$ cat src/rtl/core/hrhf_pkg.sv
package hrhf_pkg;

  localparam int unsigned MaxHdrReset = 8192;
  localparam int unsigned QueueDepth  = 2;

  localparam logic [7:0] ChCr    = 8'd13;
  localparam logic [7:0] ChLf    = 8'd10;
  localparam logic [7:0] ChColon = 8'd58;
  localparam logic [7:0] ChSpace = 8'd32;
  localparam int unsigned LenNameSize = 14;

  typedef enum logic [2:0] {
    KIND_IGNORED = 3'd0,
    KIND_METHOD  = 3'd1,
    KIND_PATH    = 3'd2,
    KIND_NAME    = 3'd3,
    KIND_VALUE   = 3'd4,
    KIND_HDR_END = 3'd5,
    KIND_BODY    = 3'd6
  } kind_t;

  typedef enum logic [3:0] {
    PH_HEADER  = 4'b0001,
    PH_BODY    = 4'b0010,
    PH_DONE    = 4'b0100,
    PH_STOPPED = 4'b1000
  } phase_t;

  typedef struct packed {
    logic [7:0]  data;
    kind_t       kind;
    logic        line_done;
    logic        request_end;
    logic [31:0] body_length;
  } result_t;

  function automatic logic [7:0] len_name_char(input logic [3:0] idx);
    logic [7:0] c;
    unique case (idx)
      4'd0:  c = "C";
      4'd1:  c = "o";
      4'd2:  c = "n";
      4'd3:  c = "t";
      4'd4:  c = "e";
      4'd5:  c = "n";
      4'd6:  c = "t";
      4'd7:  c = "-";
      4'd8:  c = "L";
      4'd9:  c = "e";
      4'd10: c = "n";
      4'd11: c = "g";
      4'd12: c = "t";
      4'd13: c = "h";
      default: c = 8'd0;
    endcase
    return c;
  endfunction

endpackage

$ cat src/rtl/core/hrhf_classify.sv
module hrhf_classify
  import hrhf_pkg::*;
(
  input  logic          clk,
  input  logic          rst_n,
  input  logic [15:0]   max_hdr,
  input  logic          step,
  input  logic [7:0]    data,
  output result_t       res
);

  phase_t      phase_r, phase_nxt;
  logic [2:0]  term_r, term_nxt;
  logic        saw_cr_r, saw_cr_nxt;
  logic        first_r, first_nxt;
  logic [1:0]  fpos_r, fpos_nxt;
  logic [15:0] hcnt_r, hcnt_nxt;
  logic [3:0]  midx_r, midx_nxt;
  logic        match_r, match_nxt;
  logic [1:0]  dst_r, dst_nxt;
  logic [31:0] acc_r, acc_nxt;
  logic [31:0] len_r, len_nxt;
  logic [31:0] rcv_r, rcv_nxt;

  logic [16:0] cnt_next;
  logic        ws, dig;
  logic [35:0] acc_mul;
  logic [31:0] rcv_inc;

  assign cnt_next = {1'b0, hcnt_r} + 17'd1;
  assign ws  = (data == ChSpace) || (data >= 8'd9 && data <= 8'd13);
  assign dig = (data >= 8'd48 && data <= 8'd57);
  // acc*10 + digit via shifts; saturate if top bits set
  assign acc_mul = ({4'd0, acc_r} << 3) + ({4'd0, acc_r} << 1) + {32'd0, data[3:0]};
  assign rcv_inc = (rcv_r == 32'hFFFF_FFFF) ? rcv_r : rcv_r + 32'd1;

  always_comb begin
    phase_nxt = phase_r; term_nxt = term_r; saw_cr_nxt = saw_cr_r;
    first_nxt = first_r; fpos_nxt = fpos_r; hcnt_nxt = hcnt_r;
    midx_nxt = midx_r; match_nxt = match_r; dst_nxt = dst_r;
    acc_nxt = acc_r; len_nxt = len_r; rcv_nxt = rcv_r;
    res.data = data;
    res.kind = KIND_IGNORED;
    res.line_done = 1'b0;
    res.request_end = 1'b0;
    res.body_length = len_r;
    unique case (phase_r)
      PH_BODY: begin
        res.kind = KIND_BODY;
        rcv_nxt = rcv_inc;
        if (rcv_inc >= len_r) begin
          res.request_end = 1'b1;
          phase_nxt = PH_DONE;
        end
      end
      PH_HEADER: begin
        if (((term_r == 3'd0 || term_r == 3'd2) && data == ChCr) ||
            ((term_r == 3'd1 || term_r == 3'd3) && data == ChLf))
          term_nxt = term_r + 3'd1;
        else
          term_nxt = 3'd0;

        priority if (data == ChCr) begin
          saw_cr_nxt = 1'b1;
        end else if (data == ChLf && saw_cr_r) begin
          saw_cr_nxt = 1'b0;
          if (!first_r) first_nxt = 1'b1;
          else if (match_r && midx_r == 4'(LenNameSize)) len_nxt = acc_r;
          fpos_nxt = 2'd0; midx_nxt = 4'd0; match_nxt = 1'b1;
          dst_nxt = 2'd0; acc_nxt = 32'd0;
          res.line_done = 1'b1;
        end else begin
          saw_cr_nxt = 1'b0;
          if (!first_r) begin
            if (fpos_r == 2'd0) begin
              if (data == ChSpace) fpos_nxt = 2'd1; else res.kind = KIND_METHOD;
            end else if (fpos_r == 2'd1) begin
              if (data == ChSpace) fpos_nxt = 2'd2; else res.kind = KIND_PATH;
            end
          end else begin
            if (fpos_r == 2'd0) begin
              if (data == ChColon) fpos_nxt = 2'd1;
              else begin
                res.kind = KIND_NAME;
                if (midx_r < 4'(LenNameSize) && data == len_name_char(midx_r))
                  midx_nxt = midx_r + 4'd1;
                else
                  match_nxt = 1'b0;
              end
            end else if (fpos_r == 2'd1) begin
              fpos_nxt = 2'd2;
            end else begin
              res.kind = KIND_VALUE;
              if (dst_r == 2'd0) begin
                if (dig) begin acc_nxt = {28'd0, data[3:0]}; dst_nxt = 2'd1; end
                else if (!ws) dst_nxt = 2'd2;
              end else if (dst_r == 2'd1) begin
                if (dig) acc_nxt = (acc_mul[35:32] != 4'd0) ? 32'hFFFF_FFFF
                                                           : acc_mul[31:0];
                else dst_nxt = 2'd2;
              end
            end
          end
        end

        if (term_nxt == 3'd4) begin
          term_nxt = 3'd0;
          res.kind = KIND_HDR_END;
          res.line_done = 1'b0;
          res.body_length = len_nxt;
          if (len_nxt == 32'd0) begin
            res.request_end = 1'b1; phase_nxt = PH_DONE;
          end else begin
            phase_nxt = PH_BODY; rcv_nxt = 32'd0;
          end
        end else if (cnt_next > {1'b0, max_hdr}) begin
          res.request_end = 1'b1;
          phase_nxt = PH_STOPPED;
        end
        res.body_length = len_nxt;
        hcnt_nxt = cnt_next[16] ? 16'hFFFF : cnt_next[15:0];
      end
      default: ;
    endcase
  end

  always_ff @(posedge clk) begin
    if (!rst_n) begin
      phase_r <= PH_HEADER; term_r <= '0; saw_cr_r <= 1'b0; first_r <= 1'b0;
      fpos_r <= '0; hcnt_r <= '0; midx_r <= '0; match_r <= 1'b1; dst_r <= '0;
      acc_r <= '0; len_r <= '0; rcv_r <= '0;
    end else if (step) begin
      phase_r <= phase_nxt; term_r <= term_nxt; saw_cr_r <= saw_cr_nxt;
      first_r <= first_nxt; fpos_r <= fpos_nxt; hcnt_r <= hcnt_nxt;
      midx_r <= midx_nxt; match_r <= match_nxt; dst_r <= dst_nxt;
      acc_r <= acc_nxt; len_r <= len_nxt; rcv_r <= rcv_nxt;
    end
  end

endmodule

$ cat src/rtl/core/hrhf_queue.sv
module hrhf_queue
  import hrhf_pkg::*;
#(
  parameter int unsigned Depth = QueueDepth
) (
  input  logic    clk,
  input  logic    rst_n,
  input  logic    push,
  input  result_t push_data,
  output logic    full,
  output logic    pop_valid,
  input  logic    pop,
  output result_t pop_data
);

  localparam int unsigned AW = (Depth > 1) ? $clog2(Depth) : 1;
  localparam int unsigned CW = $clog2(Depth + 1);

  result_t             mem_r [Depth];
  logic [AW-1:0]       wp_r, rp_r;
  logic [CW-1:0]       cnt_r;

  assign full      = (cnt_r == CW'(Depth));
  assign pop_valid = (cnt_r != '0);
  assign pop_data  = mem_r[rp_r];

  function automatic logic [AW-1:0] adv(input logic [AW-1:0] p);
    return (p == AW'(Depth - 1)) ? '0 : p + AW'(1);
  endfunction

  always_ff @(posedge clk) begin
    if (push) mem_r[wp_r] <= push_data;
  end

  always_ff @(posedge clk) begin
    if (!rst_n) begin
      wp_r <= '0; rp_r <= '0; cnt_r <= '0;
    end else begin
      if (push) wp_r <= adv(wp_r);
      if (pop)  rp_r <= adv(rp_r);
      if (push && !pop) cnt_r <= cnt_r + CW'(1);
      else if (pop && !push) cnt_r <= cnt_r - CW'(1);
    end
  end

endmodule

$ cat src/rtl/core/http_request_header_framer.sv
// Channel  | Ports                                   | Direction
// input    | in_valid, in_ready, in_byte_in          | in
// result   | out_valid, out_ready, out_byte_out,     | out
//          | out_kind, out_line_done,                |
//          | out_request_end, out_body_length        |
// config   | cfg_we, cfg_data (max_header_bytes)     | in
// One byte per cycle sustained while the queue is not full; each item is
// classified in the cycle it is accepted and registered into a 2-entry queue.
// Reset (rst_n low, synchronous) returns the parser to header phase, empties
// the queue and restores max_header_bytes to 8192.
// in_ready drops only when the queue is full; output stalls back up there.
module http_request_header_framer
  import hrhf_pkg::*;
#(
  parameter int unsigned QDepth = QueueDepth
) (
  input  logic        clk,
  input  logic        rst_n,
  input  logic        in_valid,
  output logic        in_ready,
  input  logic [7:0]  in_byte_in,
  output logic        out_valid,
  input  logic        out_ready,
  output logic [7:0]  out_byte_out,
  output logic [2:0]  out_kind,
  output logic        out_line_done,
  output logic        out_request_end,
  output logic [31:0] out_body_length,
  input  logic        cfg_we,
  input  logic [15:0] cfg_data
);

  logic [15:0] max_hdr_r;
  logic        full, step;
  result_t     cls_res, q_res;

  always_ff @(posedge clk) begin
    if (!rst_n) max_hdr_r <= 16'(MaxHdrReset);
    else if (cfg_we) max_hdr_r <= cfg_data;
  end

  assign in_ready = !full;
  assign step     = in_valid && in_ready;

  // front: classify byte and update parse state
  hrhf_classify u_cls (
    .clk, .rst_n, .max_hdr(max_hdr_r), .step, .data(in_byte_in), .res(cls_res)
  );

  // back: result queue decouples output stalls
  hrhf_queue #(.Depth(QDepth)) u_q (
    .clk, .rst_n, .push(step), .push_data(cls_res), .full,
    .pop_valid(out_valid), .pop(out_valid && out_ready), .pop_data(q_res)
  );

  assign out_byte_out    = q_res.data;
  assign out_kind        = q_res.kind;
  assign out_line_done   = q_res.line_done;
  assign out_request_end = q_res.request_end;
  assign out_body_length = q_res.body_length;

  a_byte_pass: assert property (@(posedge clk) disable iff (!rst_n)
    step |-> cls_res.data == in_byte_in) else $error("byte not passed");
  a_hdr_end_no_line: assert property (@(posedge clk) disable iff (!rst_n)
    (out_valid && out_kind == KIND_HDR_END) |-> !out_line_done)
    else $error("line_done at header end");
  a_ready_full: assert property (@(posedge clk) disable iff (!rst_n)
    in_ready |-> !full) else $error("ready while full");

endmodule

$ cat config.mk
export PLATFORM = sky130hd
export DESIGN_NAME = http_request_header_framer
export DESIGN_NICKNAME = d
export VERILOG_FILES = /design/src/rtl/core/hrhf_pkg.sv /design/src/rtl/core/hrhf_classify.sv /design/src/rtl/core/hrhf_queue.sv /design/src/rtl/core/http_request_header_framer.sv
export SDC_FILE = /design/constraint.sdc
export NUM_CORES = 1
export LEC_CHECK = 0
export BUFFER_PORTS_ARGS = -buffer_cell sky130_fd_sc_hd__buf_2
export CAP_MARGIN = 20
export CORE_ASPECT_RATIO = 1.2
export CORE_UTILIZATION = 29
export CTS_CLUSTER_DIAMETER = 40
export DETAILED_ROUTE_END_ITERATION = 12
export PLACE_DENSITY_LB_ADDON = 0.2
export SLEW_MARGIN = 20
export SYNTH_ARGS = -nofsm -noshare
export SYNTH_HDL_FRONTEND = slang
export SYNTH_SLANG_ARGS = --single-unit
$ cat constraint.sdc
create_clock -name clk -period 3.65 [get_ports clk]
set_input_delay 0.1825 -clock clk [delete_from_list [all_inputs] [get_ports clk]]
set_output_delay 0.1825 -clock clk [all_outputs]
set_load 0.05 [all_outputs]
==> impl_metrics.toml <==
[global_routing]
gr-total-overflow = 0
grt_pass1_vias = 12700
grt_start_max_net_pins = 76
antenna_found_initial = 0
grt_pass1_wl_um = 67900
track_usage_pct = 16.3

[final_layout]
nFillCells = 5146
drive_gt1_share_pct = 22.9
fin_nets = 2019
final_util_pct = 37.3
n_antenna_cell = 0
area_delta_synth_final_pct = 26.1
fin_area_sq_um = 18900

[placed_design]
portBuffers = 75
hpwlAfterDp_um = 31800
dpl_cell_area_sq_um = 16800
gp_congestion = 0.829

[sta]
worst_slew_pin_slew_ps = 907
setup_violations = 1
fmaxAchievable_ghz = 0.273
slew_violations = 0
setup_tns_ps = -9.25
post-route-period-util_pct = 100
finClkSkew_ps = 38.1
slew-limit-headroom_pct = 39.6
hold_violations = 0
fin_ws_ps = -9.25
rsz0062_at_grt = "true"
finalCriticalPeriod_ps = 3660
fin_hold_ws_ps = 63.9

[synthesis]
synth.distinct_cells = 91
synthFlopType = "dfxtp_1"
netlist_instances = 1658
synth_area_per_cell_sq_um = 9.04
async_reset_ff_share_pct = 0
synth-edff-count = 90
synth_warnings = 0
seq_area_frac_synth_pct = 39.1
synth_nets = 1816
yosys_register_bits = 248
synth_area_sq_um = 15000

[hold_path]
hp-class = "in -> reg"
worstHoldPathCells = 2
hold_path_startpoint = "in_byte_in[2]"
min_to = "u_q.mem_r[1][39]"

[flow_run]
maxCapViolCount = 0

[route]
drt-initial-drc-count = 555
wirelength_um = 43400
routed_via_density = 5.08
drcViolationCount = 0
firstDrtPassIters = 5
post_drt_wl_per_cell_um = 17.1
route.vias.total = 12900
ant_nets = 0

[worst_setup_path]
rrSetupSlack_ps = -9
r2r-end = "u_cls.phase_r[2]"
cp_data_required_time_ps = 4110
critical_path_class = "reg -> reg"
r2r_cells = 17
crit_path_start_kind = "register"
cp-end-kind = "register"
worstPathArrival_ps = 4120
worstPathMaxFanout = 3
r2r_start = "u_cls.rcv_r[4]"

[status]
status = "finished, violations left"
violations = "setup timing"

[cts]
clkLatencyLatePin_ps = 590
clock-sinks = 248
numCtsBuffers = 45
cts_tree = "done"
clkTransAtPathRegs_ps = 50
cts_buffer_depth = 3
cts_root_buf = "clkbuf_16"
cts_max_level = 2

[floorplan]
rows = 90
core_area_sq_um = 50700
io_pins = 76
fp.dieArea_sq_um = 52600
start_util_pct = 29.6
die_w_um = 210
dieHeight_um = 251

[pwr]
p_switching_w = 0.00318
p_sw_share_pct = 33.0
p_leak_nw = 7.91
p_seq_share_pct = 33.9
intPower_w = 0.00645
clkPwrFrac_pct = 44.7
p_comb_share_pct = 21.4
ir_drop_mv = 0.391
power_density_nw_per_um2 = 509
[power groups by stage]
stage	Sequential, W	Combinational (W)	Clock, W
after floorplan	0.00326	0.00151	0
after global placement	0.00331	0.00204	0
after detailed placement	0.00332	0.00204	0
after CTS	0.00326	0.00209	0.00442
after global routing	0.00328	0.00221	0.00455
final	0.00326	0.00206	0.00431
[routing by layer]
metal  vias up  track usage, %  part of all wire, %
li1       6431               -                    -
met1      6168            19.7                   44
met2       251            29.3                   50
met3        64            2.72                  3.7
met4         0            4.71                  2.2
met5         -               0                    0
[cell families after synthesis]
kind of cell	share of synthesized area [%]
adder cells (fa/ha/maj)	10.9
AND/OR/NAND/NOR	18.7
flip-flops	39.1
XOR/XNOR	4.90
AO/OA/AOI/OAI	17.2
buffers and inverters	4.10
multiplexers	5.10
[worst max-delay path, stage by stage, from the launching register on]
cell      delay (ps)
dfxtp_1          310
and3_4           180
and2_4           150
a41o_1           200
buf_6            130
nor4_4           230
or3b_4           440
xnor2_2          140
ha_1             310
a21oi_2          150
nor2b_1           50
o21ai_1          130
a21oi_1           90
or3_4            340
a221oi_2         250
buf_4            190
a211oi_4          70
a22o_1           190
[layout by cell type, fill, tap and decap left out, types with 7 or more instances in the layout]
cell type,Yosys,routed
inv_1,68,67
nor4_1,25,25
and2_1,13,12
edfxtp_1,90,90
o21a_1,8,8
a31oi_1,14,14
inv_6,0,10
a21o_1,32,32
clkbuf_16,0,45
xor2_1,31,31
and3_1,18,16
o41ai_2,7,9
o22ai_1,7,7
nand4_1,37,37
dlygate4sd3_1,0,22
nand3_1,34,30
o21ai_1,25,25
mux2i_1,19,19
nor3_1,36,34
dfxtp_1,158,146
o211ai_1,8,8
buf_4,4,133
xnor2_1,51,49
mux2_2,49,49
or3_1,11,10
a211oi_1,14,12
ha_1,127,126
a311oi_1,9,9
a22oi_1,16,16
nor2_1,139,133
a21oi_1,141,140
nand2b_1,7,7
o21ai_0,57,55
nand2_1,217,216
clkinvlp_4,0,7
buf_2,11,76
dfxtp_2,0,12
[timing repair]
item                                    CTS  global route
cloned                                    0             1
hold buffers                             22             0
buffers inserted                          2             8
endpoints found under the setup margin    9            33
gates resized for setup                  17            33
pin swaps                                13            16
hold endpoints to repair                 28             0
[worst max path at each step]
stage                   startpoint                to  cells past startpoint
CTS                 u_cls.rcv_r[9]  u_cls.phase_r[2]                     16
global placement    u_cls.rcv_r[4]  u_cls.phase_r[2]                     17
detailed placement  u_cls.rcv_r[4]  u_cls.phase_r[2]                     16
floorplan           u_cls.rcv_r[8]  u_cls.phase_r[2]                     16
finish              u_cls.rcv_r[4]  u_cls.phase_r[2]                     17
global route        u_cls.rcv_r[3]  u_cls.phase_r[2]                     17
[stage by stage]
step	std cells	total power, W	setup slack, ps
floorplan	1658	0.00478	8.38
global placement	2425	0.00535	-100
detailed placement	2425	0.00537	-140
CTS	2532	0.00978	-71.1
global route	2541	0.0100	-170
finish	2541	0.00962	-9.25
[synth_stat cells (all sizes together) (4+ instances only)]
cell type / count / area (sq um)
a211oi: 18 / 155
a21boi: 5 / 37.5
a21o: 32 / 240
a21oi: 141 / 706
a22oi: 16 / 120
a311oi: 10 / 93.8
a31oi: 14 / 87.6
and2: 13 / 81.3
and3: 18 / 113
buf: 20 / 126
clkbuf: 59 / 221
dfxtp: 158 / 3160
edfxtp: 90 / 2700
ha: 127 / 1590
inv: 70 / 263
mux2: 49 / 552
mux2i: 20 / 213
nand2: 218 / 821
nand2b: 7 / 43.8
nand3: 34 / 170
nand3b: 6 / 48.8
nand4: 37 / 231
nor2: 141 / 534
nor2b: 5 / 31.3
nor3: 39 / 216
nor4: 29 / 215
o2111ai: 5 / 56.3
o211ai: 9 / 72.6
o21a: 8 / 60.1
o21ai: 83 / 419
o21bai: 6 / 48.8
o22ai: 7 / 43.8
o31ai: 4 / 48.8
o41ai: 10 / 140
or2: 11 / 68.8
or3: 11 / 68.8
or4: 4 / 33.8
xnor2: 51 / 447
xor2: 32 / 288
[state kept, by name (all words and copies together) (netlist names), named ones only]
| register | cells |
|---|---|
| u_q.cnt_r | 2 |
| u_cls.match_r | 1 |
| u_q.wp_r | 1 |
| u_q.rp_r | 1 |
| u_cls.rcv_r | 32 |
| u_cls.phase_r | 4 |
| u_cls.midx_r | 4 |
| u_cls.len_r | 32 |
| u_q.mem_r | 90 |
| u_cls.acc_r | 32 |
| u_cls.hcnt_r | 16 |
| u_cls.dst_r | 2 |
| u_cls.fpos_r | 2 |
| u_cls.term_r | 3 |
| u_cls.saw_cr_r | 1 |
| max_hdr_r | 16 |
| u_cls.first_r | 1 |
[cell type report]
class	instances	area (sq um)	area share, %
multi-input combinational	1260	8730	46.1
inverter	71	268	1.42
clock buffer	51	1190	6.28
timing repair buffer	235	1660	8.78
sequential	248	5880	31.1
clock inverter	32	384	2.03
tap	644	806	4.26
(Power assumes the default switching activity.)
